**src/hw/rtl/dmd_pkg.sv**
```systemverilog
`timescale 1ns / 1ps
`default_nettype none
// ----------------------------------------------------------------------------
// dmd_pkg: shared types and constants for the date-minus-days block
// Field widths, datapath commands and status, calendar tables and the
// constants of the shared shift-subtract divider.
// ----------------------------------------------------------------------------
package dmd_pkg;

  localparam int DAY_W   = 5;
  localparam int MON_W   = 4;
  localparam int YEAR_W  = 14;
  localparam int BACK_W  = 22;
  localparam int SER_W   = 23;
  localparam int YCNT_W  = 15;
  localparam int QUO_W   = 8;
  localparam int CNT_W   = 3;
  localparam int MAXY_W  = 17;

  localparam int YEAR_DAYS   = 365;
  localparam int YEARS_400   = 400;
  localparam int YEARS_100   = 100;
  localparam int YEARS_4     = 4;
  localparam int CENT_LAST   = 99;
  localparam int QUAD_LAST   = 24;
  localparam int LAST_MONTH  = 12;
  localparam int FEBRUARY    = 2;

  localparam logic [SER_W-1:0] DAYS_400Y = SER_W'(146097);
  localparam logic [SER_W-1:0] DAYS_100Y = SER_W'(36524);
  localparam logic [SER_W-1:0] DAYS_4Y   = SER_W'(1461);
  localparam logic [SER_W-1:0] DAYS_1Y   = SER_W'(YEAR_DAYS);
  localparam logic [SER_W-1:0] CENT_DIV  = SER_W'(YEARS_100);

  typedef enum logic [3:0] {
    OP_NONE,
    OP_LOAD,
    OP_DIV_INIT,
    OP_DIV_STEP,
    OP_SER_BASE,
    OP_SER_ADD,
    OP_SUB,
    OP_YEAR,
    OP_MON_STEP,
    OP_OUT
  } dp_op_t;

  typedef enum logic [2:0] {
    DIV_CENT,
    DIV_400Y,
    DIV_100Y,
    DIV_4Y,
    DIV_1Y
  } div_sel_t;

  typedef struct packed {
    dp_op_t   op;
    div_sel_t sel;
  } dp_cmd_t;

  typedef struct packed {
    logic div_last;
    logic borrow;
    logic mon_last;
  } dp_stat_t;

  // number of quotient bits minus one
  function automatic logic [CNT_W-1:0] div_top(input div_sel_t sel);
    logic [CNT_W-1:0] k;
    case (sel)
      DIV_CENT: k = CNT_W'(7);
      DIV_400Y: k = CNT_W'(5);
      DIV_100Y: k = CNT_W'(2);
      DIV_4Y:   k = CNT_W'(4);
      DIV_1Y:   k = CNT_W'(2);
      default:  k = '0;
    endcase
    return k;
  endfunction

  function automatic logic [SER_W-1:0] div_base(input div_sel_t sel);
    logic [SER_W-1:0] d;
    case (sel)
      DIV_CENT: d = CENT_DIV;
      DIV_400Y: d = DAYS_400Y;
      DIV_100Y: d = DAYS_100Y;
      DIV_4Y:   d = DAYS_4Y;
      DIV_1Y:   d = DAYS_1Y;
      default:  d = DAYS_1Y;
    endcase
    return d;
  endfunction

  function automatic logic [8:0] days_before_month(input logic [MON_W-1:0] m);
    logic [8:0] s;
    case (m)
      4'd1:    s = 9'd0;
      4'd2:    s = 9'd31;
      4'd3:    s = 9'd59;
      4'd4:    s = 9'd90;
      4'd5:    s = 9'd120;
      4'd6:    s = 9'd151;
      4'd7:    s = 9'd181;
      4'd8:    s = 9'd212;
      4'd9:    s = 9'd243;
      4'd10:   s = 9'd273;
      4'd11:   s = 9'd304;
      4'd12:   s = 9'd334;
      default: s = 9'd0;
    endcase
    return s;
  endfunction

  function automatic logic [DAY_W-1:0] month_len(input logic [MON_W-1:0] m,
                                                 input logic leap);
    logic [DAY_W-1:0] n;
    case (m)
      4'd2:                     n = leap ? 5'd29 : 5'd28;
      4'd4, 4'd6, 4'd9, 4'd11:  n = 5'd30;
      default:                  n = 5'd31;
    endcase
    return n;
  endfunction

endpackage
`default_nettype wire

```
**src/hw/rtl/dmd_req_if.sv**
```systemverilog
`timescale 1ns / 1ps
`default_nettype none
// ----------------------------------------------------------------------------
// dmd_req_if: request channel
// Starting date and day count with a valid/ready handshake.
// ----------------------------------------------------------------------------
interface dmd_req_if;
  import dmd_pkg::*;

  logic              valid;
  logic              ready;
  logic [DAY_W-1:0]  start_day;
  logic [MON_W-1:0]  start_month;
  logic [YEAR_W-1:0] start_year;
  logic [BACK_W-1:0] days_back;

  modport source (output valid, start_day, start_month, start_year, days_back,
                  input ready);
  modport sink   (input valid, start_day, start_month, start_year, days_back,
                  output ready);
endinterface
`default_nettype wire

```
**src/hw/rtl/dmd_rsp_if.sv**
```systemverilog
`timescale 1ns / 1ps
`default_nettype none
// ----------------------------------------------------------------------------
// dmd_rsp_if: result channel
// Resulting date and clamp flag with a valid/ready handshake.
// ----------------------------------------------------------------------------
interface dmd_rsp_if;
  import dmd_pkg::*;

  logic              valid;
  logic              ready;
  logic [DAY_W-1:0]  result_day;
  logic [MON_W-1:0]  result_month;
  logic [YEAR_W-1:0] result_year;
  logic              clamped;

  modport source (output valid, result_day, result_month, result_year, clamped,
                  input ready);
  modport sink   (input valid, result_day, result_month, result_year, clamped,
                  output ready);
endinterface
`default_nettype wire

```
**src/hw/rtl/dmd_datapath.sv**
```systemverilog
`timescale 1ns / 1ps
`default_nettype none
// ----------------------------------------------------------------------------
// dmd_datapath: serial day arithmetic
// Date to serial number, subtraction, shared shift-subtract divider for the
// century and 400/100/4/1-year splits, month walk and the result register.
// ----------------------------------------------------------------------------
module dmd_datapath #(
  parameter int MAX_YEAR = 9999
) (
  input  wire                        clk,
  input  wire                        rst,
  input  dmd_pkg::dp_cmd_t           cmd,
  output dmd_pkg::dp_stat_t          stat,
  input  wire [dmd_pkg::DAY_W-1:0]   start_day,
  input  wire [dmd_pkg::MON_W-1:0]   start_month,
  input  wire [dmd_pkg::YEAR_W-1:0]  start_year,
  input  wire [dmd_pkg::BACK_W-1:0]  days_back,
  output logic [dmd_pkg::DAY_W-1:0]  result_day,
  output logic [dmd_pkg::MON_W-1:0]  result_month,
  output logic [dmd_pkg::YEAR_W-1:0] result_year,
  output logic                       clamped
);
  import dmd_pkg::*;

  localparam logic [MAXY_W-1:0] MAX_Y = MAXY_W'(MAX_YEAR);

  logic [YEAR_W-1:0] p;
  logic [MON_W-1:0]  m_r;
  logic [DAY_W-1:0]  d_r;
  logic [BACK_W-1:0] back_r;
  logic [SER_W-1:0]  rem;
  logic [SER_W-1:0]  ds;
  logic [QUO_W-1:0]  quo;
  logic [CNT_W-1:0]  cnt;
  logic [QUO_W-1:0]  qc;
  logic [6:0]        remc;
  logic              leap_in;
  logic              clamp_r;
  logic [5:0]        q400;
  logic [1:0]        q100;
  logic [4:0]        q4;
  logic [1:0]        q1;
  logic [YCNT_W-1:0] year;
  logic [MON_W-1:0]  mon;
  logic              leap_y;

  logic [MON_W-1:0]  m_c;
  logic [YEAR_W-1:0] y_c;
  logic              ge;
  logic [SER_W-1:0]  rem_step;
  logic [QUO_W-1:0]  quo_step;
  logic              fix;
  logic [SER_W:0]    diff;
  logic [DAY_W-1:0]  len;

  always_comb begin
    if (start_month == '0) begin
      m_c = MON_W'(1);
    end else if (start_month > MON_W'(LAST_MONTH)) begin
      m_c = MON_W'(LAST_MONTH);
    end else begin
      m_c = start_month;
    end
    if (start_year == '0) begin
      y_c = YEAR_W'(1);
    end else if ({{(MAXY_W-YEAR_W){1'b0}}, start_year} > MAX_Y) begin
      y_c = MAX_Y[YEAR_W-1:0];
    end else begin
      y_c = start_year;
    end
  end

  assign ge       = (rem >= ds);
  assign rem_step = ge ? (rem - ds) : rem;
  assign quo_step = {quo[QUO_W-2:0], ge};
  assign fix      = ((cmd.sel == DIV_100Y) || (cmd.sel == DIV_1Y)) && quo_step[2];
  assign diff     = {1'b0, rem} - {{(SER_W-BACK_W+1){1'b0}}, back_r} - (SER_W+1)'(1);
  assign len      = month_len(mon, leap_y);

  assign stat.div_last = (cnt == '0);
  assign stat.borrow   = diff[SER_W];
  assign stat.mon_last = (rem < SER_W'(len)) || (mon == MON_W'(LAST_MONTH));

  always_ff @(posedge clk) begin
    if (rst) begin
      cnt     <= '0;
      clamp_r <= 1'b0;
    end else begin
      case (cmd.op)
        OP_LOAD: begin
          p       <= y_c - YEAR_W'(1);
          m_r     <= m_c;
          d_r     <= start_day;
          back_r  <= days_back;
          rem     <= SER_W'(y_c - YEAR_W'(1));
          clamp_r <= 1'b0;
        end
        OP_DIV_INIT: begin
          ds  <= div_base(cmd.sel) << div_top(cmd.sel);
          cnt <= div_top(cmd.sel);
          quo <= '0;
        end
        OP_DIV_STEP: begin
          ds  <= ds >> 1;
          cnt <= cnt - CNT_W'(1);
          quo <= quo_step;
          if ((cnt == '0) && fix) begin
            rem <= div_base(cmd.sel);
          end else begin
            rem <= rem_step;
          end
          if (cnt == '0) begin
            case (cmd.sel)
              DIV_CENT: begin
                qc   <= quo_step;
                remc <= rem_step[6:0];
              end
              DIV_400Y: q400 <= quo_step[5:0];
              DIV_100Y: q100 <= fix ? 2'd3 : quo_step[1:0];
              DIV_4Y:   q4   <= quo_step[4:0];
              DIV_1Y:   q1   <= fix ? 2'd3 : quo_step[1:0];
              default:  q1   <= q1;
            endcase
          end
        end
        OP_SER_BASE: begin
          rem <= SER_W'(p) * SER_W'(YEAR_DAYS) + SER_W'(p >> 2) - SER_W'(qc)
                 + SER_W'(qc >> 2);
          leap_in <= (p[1:0] == 2'b11) &&
                     !((remc == 7'(CENT_LAST)) && (qc[1:0] != 2'b11));
        end
        OP_SER_ADD: begin
          rem <= rem + SER_W'(days_before_month(m_r))
                 + SER_W'(leap_in && (m_r > MON_W'(FEBRUARY))) + SER_W'(d_r);
        end
        OP_SUB: begin
          if (diff[SER_W]) begin
            clamp_r <= 1'b1;
          end else begin
            rem <= diff[SER_W-1:0];
          end
        end
        OP_YEAR: begin
          year   <= YCNT_W'(q400) * YCNT_W'(YEARS_400) + YCNT_W'(q100) * YCNT_W'(YEARS_100)
                    + YCNT_W'(q4) * YCNT_W'(YEARS_4) + YCNT_W'(q1) + YCNT_W'(1);
          leap_y <= (q1 == 2'd3) && !((q4 == 5'(QUAD_LAST)) && (q100 != 2'd3));
          mon    <= MON_W'(1);
        end
        OP_MON_STEP: begin
          if (!stat.mon_last) begin
            rem <= rem - SER_W'(len);
            mon <= mon + MON_W'(1);
          end
        end
        OP_OUT: begin
          if (clamp_r) begin
            result_day   <= DAY_W'(1);
            result_month <= MON_W'(1);
            result_year  <= YEAR_W'(1);
          end else begin
            result_day   <= rem[DAY_W-1:0] + DAY_W'(1);
            result_month <= mon;
            result_year  <= year[YEAR_W-1:0];
          end
          clamped <= clamp_r;
        end
        default: begin
          cnt <= cnt;
        end
      endcase
    end
  end

endmodule
`default_nettype wire

```
**src/hw/rtl/dmd_ctrl.sv**
```systemverilog
`timescale 1ns / 1ps
`default_nettype none
// ----------------------------------------------------------------------------
// dmd_ctrl: sequencer
// Steps the datapath through date-to-serial, subtraction, the four
// divisions and the month walk; owns the channel handshakes.
// ----------------------------------------------------------------------------
module dmd_ctrl (
  input  wire                clk,
  input  wire                rst,
  input  wire                req_valid,
  output logic               req_ready,
  output logic               rsp_valid,
  input  wire                rsp_ready,
  output dmd_pkg::dp_cmd_t   cmd,
  input  dmd_pkg::dp_stat_t  stat
);
  import dmd_pkg::*;

  typedef enum logic [16:0] {
    S_IDLE  = 17'h00001,
    S_CINIT = 17'h00002,
    S_CDIV  = 17'h00004,
    S_BASE  = 17'h00008,
    S_ADD   = 17'h00010,
    S_SUB   = 17'h00020,
    S_I400  = 17'h00040,
    S_R400  = 17'h00080,
    S_I100  = 17'h00100,
    S_R100  = 17'h00200,
    S_I4    = 17'h00400,
    S_R4    = 17'h00800,
    S_I1    = 17'h01000,
    S_R1    = 17'h02000,
    S_YEAR  = 17'h04000,
    S_MON   = 17'h08000,
    S_DONE  = 17'h10000
  } state_t;

  state_t state;
  state_t state_next;

  always_comb begin
    state_next = state;
    cmd.op     = OP_NONE;
    cmd.sel    = DIV_CENT;
    req_ready  = 1'b0;
    case (state)
      S_IDLE: begin
        req_ready = 1'b1;
        if (req_valid) begin
          cmd.op     = OP_LOAD;
          state_next = S_CINIT;
        end
      end
      S_CINIT: begin
        cmd.op     = OP_DIV_INIT;
        state_next = S_CDIV;
      end
      S_CDIV: begin
        cmd.op = OP_DIV_STEP;
        if (stat.div_last) state_next = S_BASE;
      end
      S_BASE: begin
        cmd.op     = OP_SER_BASE;
        state_next = S_ADD;
      end
      S_ADD: begin
        cmd.op     = OP_SER_ADD;
        state_next = S_SUB;
      end
      S_SUB: begin
        cmd.op     = OP_SUB;
        state_next = stat.borrow ? S_DONE : S_I400;
      end
      S_I400: begin
        cmd.op     = OP_DIV_INIT;
        cmd.sel    = DIV_400Y;
        state_next = S_R400;
      end
      S_R400: begin
        cmd.op  = OP_DIV_STEP;
        cmd.sel = DIV_400Y;
        if (stat.div_last) state_next = S_I100;
      end
      S_I100: begin
        cmd.op     = OP_DIV_INIT;
        cmd.sel    = DIV_100Y;
        state_next = S_R100;
      end
      S_R100: begin
        cmd.op  = OP_DIV_STEP;
        cmd.sel = DIV_100Y;
        if (stat.div_last) state_next = S_I4;
      end
      S_I4: begin
        cmd.op     = OP_DIV_INIT;
        cmd.sel    = DIV_4Y;
        state_next = S_R4;
      end
      S_R4: begin
        cmd.op  = OP_DIV_STEP;
        cmd.sel = DIV_4Y;
        if (stat.div_last) state_next = S_I1;
      end
      S_I1: begin
        cmd.op     = OP_DIV_INIT;
        cmd.sel    = DIV_1Y;
        state_next = S_R1;
      end
      S_R1: begin
        cmd.op  = OP_DIV_STEP;
        cmd.sel = DIV_1Y;
        if (stat.div_last) state_next = S_YEAR;
      end
      S_YEAR: begin
        cmd.op     = OP_YEAR;
        state_next = S_MON;
      end
      S_MON: begin
        cmd.op = OP_MON_STEP;
        if (stat.mon_last) state_next = S_DONE;
      end
      S_DONE: begin
        if (!rsp_valid || rsp_ready) begin
          cmd.op     = OP_OUT;
          state_next = S_IDLE;
        end
      end
      default: begin
        state_next = S_IDLE;
      end
    endcase
  end

  always_ff @(posedge clk) begin
    if (rst) begin
      state     <= S_IDLE;
      rsp_valid <= 1'b0;
    end else begin
      state <= state_next;
      if (cmd.op == OP_OUT) begin
        rsp_valid <= 1'b1;
      end else if (rsp_ready) begin
        rsp_valid <= 1'b0;
      end
    end
  end

endmodule
`default_nettype wire

```
**src/hw/rtl/date_minus_days.sv**
```systemverilog
`timescale 1ns / 1ps
`default_nettype none
// ----------------------------------------------------------------------------
// date_minus_days: Gregorian date minus a day count
// Maps a date to a serial day number, subtracts the count and maps back,
// clamping at 0001-01-01.
// ----------------------------------------------------------------------------
// One request is worked at a time. The result is loaded into the output
// register once any earlier result there has been taken, and the register
// holds it until taken; req is ready again from the edge that loads the
// result. Run time is set by one shared shift-subtract divider, one
// quotient bit per cycle (8 bits for the century split of the start year,
// then 6, 3, 5 and 3 bits for the 400-, 100-, 4- and 1-year splits), and a
// month walk of one month per cycle. Month and year inputs out of range are
// pulled into range; a day past the month end rolls forward.
module date_minus_days #(
  parameter int MAX_YEAR = 9999
) (
  input wire        clk,
  input wire        rst,
  dmd_req_if.sink   req,
  dmd_rsp_if.source rsp
);
  import dmd_pkg::*;

  dp_cmd_t  cmd;
  dp_stat_t stat;

  dmd_ctrl u_ctrl (
    .clk       (clk),
    .rst       (rst),
    .req_valid (req.valid),
    .req_ready (req.ready),
    .rsp_valid (rsp.valid),
    .rsp_ready (rsp.ready),
    .cmd       (cmd),
    .stat      (stat)
  );

  dmd_datapath #(
    .MAX_YEAR (MAX_YEAR)
  ) u_dp (
    .clk          (clk),
    .rst          (rst),
    .cmd          (cmd),
    .stat         (stat),
    .start_day    (req.start_day),
    .start_month  (req.start_month),
    .start_year   (req.start_year),
    .days_back    (req.days_back),
    .result_day   (rsp.result_day),
    .result_month (rsp.result_month),
    .result_year  (rsp.result_year),
    .clamped      (rsp.clamped)
  );

endmodule
`default_nettype wire

```
**src/flat_wrapper.sv**
```systemverilog
// flat-port wrapper written by rule: the top's interface ports become plain ports
module date_minus_days_flat import dmd_pkg::*;
#(
  parameter int MAX_YEAR = 9999
)
  (clk, rst, req_valid, req_start_day, req_start_month, req_start_year, req_days_back, req_ready, rsp_valid, rsp_result_day, rsp_result_month, rsp_result_year, rsp_clamped, rsp_ready);
  dmd_req_if req_i ();
  dmd_rsp_if rsp_i ();
  input wire clk;
  input wire rst;
  input wire logic [$bits(req_i.valid)-1:0] req_valid;
  input wire logic [$bits(req_i.start_day)-1:0] req_start_day;
  input wire logic [$bits(req_i.start_month)-1:0] req_start_month;
  input wire logic [$bits(req_i.start_year)-1:0] req_start_year;
  input wire logic [$bits(req_i.days_back)-1:0] req_days_back;
  output wire logic [$bits(req_i.ready)-1:0] req_ready;
  output wire logic [$bits(rsp_i.valid)-1:0] rsp_valid;
  output wire logic [$bits(rsp_i.result_day)-1:0] rsp_result_day;
  output wire logic [$bits(rsp_i.result_month)-1:0] rsp_result_month;
  output wire logic [$bits(rsp_i.result_year)-1:0] rsp_result_year;
  output wire logic [$bits(rsp_i.clamped)-1:0] rsp_clamped;
  input wire logic [$bits(rsp_i.ready)-1:0] rsp_ready;
  assign req_i.valid = req_valid;
  assign req_i.start_day = req_start_day;
  assign req_i.start_month = req_start_month;
  assign req_i.start_year = req_start_year;
  assign req_i.days_back = req_days_back;
  assign req_ready = req_i.ready;
  assign rsp_valid = rsp_i.valid;
  assign rsp_result_day = rsp_i.result_day;
  assign rsp_result_month = rsp_i.result_month;
  assign rsp_result_year = rsp_i.result_year;
  assign rsp_clamped = rsp_i.clamped;
  assign rsp_i.ready = rsp_ready;
  date_minus_days #(.MAX_YEAR(MAX_YEAR)) u_core (.clk(clk), .rst(rst), .req(req_i), .rsp(rsp_i));
endmodule
```
**config.mk**
```make
export PLATFORM = sky130hd
export DESIGN_NAME = date_minus_days_flat
export DESIGN_NICKNAME = d
export VERILOG_FILES = /design/src/hw/rtl/dmd_pkg.sv /design/src/hw/rtl/dmd_req_if.sv /design/src/hw/rtl/dmd_rsp_if.sv /design/src/hw/rtl/dmd_datapath.sv /design/src/hw/rtl/dmd_ctrl.sv /design/src/hw/rtl/date_minus_days.sv /design/src/flat_wrapper.sv
export SDC_FILE = /design/constraint.sdc
export NUM_CORES = 1
export LEC_CHECK = 0
export BUFFER_PORTS_ARGS = -buffer_cell sky130_fd_sc_hd__buf_2
export CORE_UTILIZATION = 56
export CTS_BUF_LIST = sky130_fd_sc_hd__clkbuf_2
export CTS_CLUSTER_DIAMETER = 200
export DETAILED_ROUTE_END_ITERATION = 8
export PLACE_DENSITY = 0.83
export REMOVE_ABC_BUFFERS = 1
export SLEW_MARGIN = 20
export SYNTH_ARGS = -nofsm -noshare
export SYNTH_HDL_FRONTEND = slang
export SYNTH_HIERARCHICAL = 1
export SYNTH_SLANG_ARGS = --single-unit
```
**constraint.sdc**
```tcl
create_clock -name clk -period 15.2 [get_ports clk]
set_input_delay 4.56 -clock clk [delete_from_list [all_inputs] [get_ports clk]]
set_output_delay 4.56 -clock clk [all_outputs]
set_load 0.03 [all_outputs]
```
-- Word-level counts from Yosys, hierarchy flattened
Memory sizes are Yosys's and may differ from the RTL's.
Cells that the tools add are included.
- $lt $le $gt $ge: 5
- add/sub/neg operators: 19
- reduce and logical (&&, ||, !) cells: 46
- shifts and indexed selects: 1
- equal/unequal tests: 54
- multiply operators: 3
- bitwise gates (word level): 1
- mux-type cells: 43
- operator list (kind ; number):
    17-bit one-hot mux with 17 select lines ; 1
    17-bit two-way mux ; 9
    23-bit two-way mux ; 6
    23-bit one-hot mux with 6 select lines ; 1
    18-bit one-hot mux with 4 select lines ; 1
    23-bit one-hot mux with 2 select lines ; 1
    4-bit one-hot mux with 9 select lines ; 1
    14-bit two-way mux ; 2
    4-bit by 3-bit == test with 1-bit output (second input constant) ; 6
    3-bit one-hot mux with 4 select lines ; 2
    4-bit AND reduction ; 6
    23-bit by 22-bit subtractor with 24-bit output ; 1
    24-bit by 1-bit subtractor with 24-bit output (second input constant) ; 1
    23-bit by 1-bit adder with 23-bit output ; 1
    23-bit by 12-bit adder with 23-bit output ; 1
    23-bit by 5-bit adder with 23-bit output ; 1
    23-bit by 6-bit adder with 23-bit output ; 1
    23-bit by 9-bit adder with 23-bit output ; 1
    23-bit greater-or-equal comparator ; 1
    23-bit by 5-bit less-than comparator with 1-bit output ; 1
    14-bit by 9-bit multiplier with 23-bit output (second input constant) ; 1
    23-bit by 3-bit left shift with 23-bit output ; 1
    23-bit subtractor ; 1
    23-bit by 5-bit subtractor with 23-bit output ; 1
    other kinds (70) ; 123
- bits in registers: 194
- output and inout bits: 26
- word-level logic and storage cells: 200
- ROM bits: 144
- memories: 1
- memories (name ; words ; width ; rd ports ; clocked after Yosys merged registers in ; write ports ; RTL line ; text):
    (no name shown) ; 16 ; 9 ; 1 ; 0 ; 0 ; dmd_pkg.sv:96 ; case (m)

-- Longest topological paths before layout
- word-level depth: 11
- depth in mapped cells: 21
- mapped depth without buffers: 21

-- Hierarchy
Netlist, hierarchy kept.
- by module, submodules not included (module ; instances ; sequential area each (um2) ; area each (um2) ; cells each):
    dmd_datapath ; 1 ; 5245.0 ; 16294.4 ; 1656
    dmd_ctrl ; 1 ; 360.3 ; 1137.3 ; 140

-- Least setup slack after synthesis
No wires, ideal clock.
- path kind: input to register
- start point: in rsp_ready
- end point: reg u_core.u_dp.back_r[0] (enable)
- stages on the path: 6
- path buffers: 1
- path slack: 5.106 ns
- arrival: 9.535 ns
- cells stage by stage: nor2b_1 > o211ai_1 > or2_2 > clkbuf_1 > nand2_1 > nor4_1
- RTL lines (what ; RTL line ; text):
    start, declared ; flat_wrapper.sv:22 ; input wire logic [$bits(rsp_i.ready)-1:0] rsp_ready;
    end signal, assigned ; dmd_datapath.sv:95 ; back_r <= days_back;
    end, declared ; dmd_datapath.sv:31 ; logic [BACK_W-1:0] back_r;

-- Final worst setup path
- start point: reg u_core.u_ctrl.state[9]
- end point: out req_ready
- longest elaborated chain between the ends: 2
- ends and longest elaborated chain (what ; RTL line ; text):
    start, declared ; dmd_ctrl.sv:40 ; state_t state;
    start signal, assigned ; dmd_ctrl.sv:141 ; state <= state_next;
    17-bit by 1-bit == test with 1-bit output ; dmd_ctrl.sv:48 ; case (state)
    1-bit two-way mux ; dmd_ctrl.sv:48 ;
    end, declared ; flat_wrapper.sv:16 ; output wire logic [$bits(req_i.ready)-1:0] req_ready;
Every way passes these cells.

==> flow_metrics.env <==
export IMPL_finalSetupViolCount=0
export IMPL_cp_max_fo=7
export IMPL_coreArea_um2=30600
export IMPL_cp_required_ns=10.64
export IMPL_worst_setup_path_start_kind="flop"
export IMPL_cts_buffer_depth=2
export IMPL_htreeDepth=4
export IMPL_end_kind="output port"
export IMPL_layout_drive_gt1_share_pct=9.47
export IMPL_numClockSinks=194
export IMPL_whs_path_depth=0
export IMPL_synthXorXnorAreaFrac_pct=6.08
export IMPL_syn_area_um2=17400
export IMPL_cts_made_buffers=17
export IMPL_grt_usage_pct=28.9
export IMPL_clkLatencyLatePin_ns=0.89
export IMPL_synth_seq_cells=194
export IMPL_report_final_slew_viol_count=0
export IMPL_die_height_um=178
export IMPL_avgSynthCellArea_um2=9.71
export IMPL_antenna_found_initial=2
export IMPL_fmax_mhz=128
export IMPL_cts_tree="done"
export IMPL_dr_wl_met2_um=21300
export IMPL_dieArea_um2=31800
export IMPL_power_density_nw_per_um2=110
export IMPL_num_nets_final=2186
export IMPL_rsz0062_at_grt="false"
export IMPL_ioPinCount=75
export IMPL_r2r_cells=18
export IMPL_holdBufCountCts=0
export IMPL_tightestPinTransition_ns=0.941
export IMPL_place_congestion=0.947
export IMPL_synthCells=1796
export IMPL_fin_crit_ns=7.84
export IMPL_vias=13664
export IMPL_synthMuxAreaShare_pct=0.553
export IMPL_dr_wl_met3_um=3530
export IMPL_skew_ns=0.0857
export IMPL_place_area_um2=18200
export IMPL_grt_pass1_vias=13619
export IMPL_synth_top_family_by_area="adder cells"
export IMPL_synth_compound_area_share_pct=16.3
export IMPL_start_util_pct=57.0
export IMPL_synth_simple_area_share_pct=13.2
export IMPL_hold_viol=0
export IMPL_wl_met1_um=18200
export IMPL_grt_first_pass_wirelength_um=70400
export IMPL_yosysWarnings=6
export IMPL_cts_repair_resized=0
export IMPL_rows=64
export IMPL_grt_max_degree=31
export IMPL_post_cts_setup_buffer_count=0
export IMPL_ys_seq_area_share_pct=32.2
export IMPL_drcViolationCount=0
export IMPL_path_clk_slew_ns=0.31
export IMPL_dp_hpwl_um=35600
export IMPL_drt_iter0_markers=1401
export IMPL_die_x_um=178
export IMPL_cts_root_buffer="clkbuf_2"
export IMPL_maxCapViolations=0
export IMPL_ir_drop_v=0.0000698
export IMPL_synth_edff_count=172
export IMPL_hp_class="flop to flop"
export IMPL_top_layer="met4"
export IMPL_drtPass1Iterations=6
export IMPL_path_class="flop to output port"
export IMPL_drt_wl_total_um=44700
export IMPL_ys_flop_type="edfxtp_1"
export IMPL_fin_area_um2=18500
export IMPL_syn2layout_area_growth_pct=5.98
export IMPL_wl_per_cell_um=19.8
export IMPL_port_buffers=74
export IMPL_arrival_ns=3.28
export IMPL_fin_tns_setup_ns=0
export IMPL_vias_per_cell=6.05
export IMPL_outcome="finished, final reports clean"
export IMPL_leakage_nw=8.03
export IMPL_fin_crit_sh_pct=51.6
export IMPL_yosys_area_share_adder_pct=24.8
export IMPL_ant_nets=0
export IMPL_synth_cell_type_count=85
export IMPL_synthArstFlopShare_pct=0
export IMPL_max_slew_margin_pct=37.2
export IMPL_grt_overflow=0
registers in the layout, summed over array words and instances, names as in the netlist, 6 cells and up:
name	cells
u_core/u_dp/p	14
u_core/u_dp/quo	7
u_core/u_dp/result_year	14
u_core/u_dp/ds	23
u_core/u_dp/year	14
u_core/u_ctrl/state	17
u_core/u_dp/rem	23
u_core/u_dp/remc	7
u_core/u_dp/back_r	22
u_core/u_dp/qc	8
u_core/u_dp/q400	6
path summary, 6_finish.rpt:
kind,endpoint,slack (ns),startpoint
max,req_ready,7.36,u_core/u_ctrl/state[9]$_SDFFE_PP0P_
min reg2reg,u_core/u_dp/qc[7]$_DFFE_PP_,0.49,u_core/u_dp/quo[6]$_SDFFCE_PN0P_
min,u_core/u_dp/qc[7]$_DFFE_PP_,0.49,u_core/u_dp/quo[6]$_SDFFCE_PN0P_
max reg2reg,u_core/u_dp/rem[20]$_DFFE_PP_,8.88,u_core/u_dp/p[5]$_DFFE_PP_
per-stage QoR:
step | hold slack [ns] | total power [mW] | instances | utilization [%] | setup slack, ns
2_1_floorplan | 0.400 | 1.43 | 1739 | - | 5.16
6_report | 0.486 | 2.04 | 2257 | 60.4 | 7.36
4_1_cts | 0.488 | 2.02 | 2255 | 60.4 | 7.31
3_5_place_dp | 0.439 | 1.72 | 2223 | 59.5 | 7.48
3_3_place_gp | 0.443 | 1.70 | 2223 | 59.5 | 7.53
5_1_grt | 0.507 | 2.18 | 2257 | 60.4 | 7.12
cell usage after synthesis (5+ instances only):
cell type    n  share of area (%)
or2_2        9               0.32
a211oi_1    14               0.60
o31a_1       7               0.35
nand3b_1     5               0.22
mux2_2       5               0.32
clkbuf_1    41               0.88
edfxtp_1   172                 30
o41ai_1      5               0.25
o21a_1      15               0.65
o31ai_1      6               0.26
or3_1       18               0.65
and2_1      16               0.57
o21ai_0     93                2.7
nand2b_1    19               0.68
a31oi_1     15               0.54
or4_1        7               0.30
dfxtp_1     22                2.5
fa_1        91                 10
a21o_1      36                1.6
o221ai_1    15               0.75
inv_1      256                5.5
nor4b_1      5               0.25
and3_1      13               0.47
xnor2_1     78                3.9
o211ai_1    14               0.60
nor2_1     114                2.5
nor4_1      16               0.57
o21bai_1    12               0.52
a21oi_1    105                3.0
nand2_1     96                2.1
nand3_1     28               0.80
buf_2        9               0.26
a221oi_1    15               0.75
nand4_1     13               0.47
ha_1       200                 14
nor2b_1     30                1.1
a21boi_0     7               0.30
xor2_1      43                2.2
nor3_1      37                1.1
layout by cell type, fill, tap and decap left out, drive strengths merged, types with 7 or more instances in the layout:
cell type,count
a21boi,7
or3,20
nor4,17
o211ai,14
nor2b,30
a21oi,109
fa,91
a221oi,17
xor2,43
o41ai,7
a21o,36
nand2,98
nor3,38
o31ai,7
nand4,14
buf,88
clkbuf,17
o31a,7
and2,16
and3,13
dfxtp,22
a211oi,14
a31oi,16
o21a,15
nand2b,19
o21ai,96
inv,262
nor2,115
or2,9
or4,11
edfxtp,172
o21bai,12
ha,200
o221ai,15
xnor2,78
nand3,28
worst max-delay path, stage by stage, from the launching register on:
cell and delay, ns:
dfxtp_1 0.44, or4_1 0.65, nor4_1 0.73, and3_1 0.38
buf_2 0.23
power by group:
part | switching, mW | internal [mW] | total (mW)
Clock | 0.205 | 0.0851 | 0.291
Sequential | 0.0283 | 0.598 | 0.626
Combinational | 0.682 | 0.437 | 1.12
Total | 0.915 | 1.12 | 2.04
per-layer routing:
metal	up-vias	global-route usage, %
met5	-	0
met4	0	13.5
met3	108	4.50
met2	611	48.5
met1	6501	36.5
li1	6444	-
area by class of cell:
| type | count | area [µm²] |
|---|---|---|
| fillers | 2528 | 12100 |
| multi-input cells | 1289 | 10700 |
| flip-flops and latches | 194 | 5610 |
| inverters | 256 | 961 |
| well taps | 396 | 495 |
| repair buffers | 88 | 475 |
| clock inverters | 15 | 193 |
| clock buffers | 17 | 85.1 |
| diodes | 2 | 5.00 |
cell families after synthesis:
family | Yosys count
mux | 9
simple gates | 448
xor+xnor | 121
compound gates | 420
buf+inv | 313
fa+ha+maj | 291
flops | 194
(Power assumes the default switching activity.)
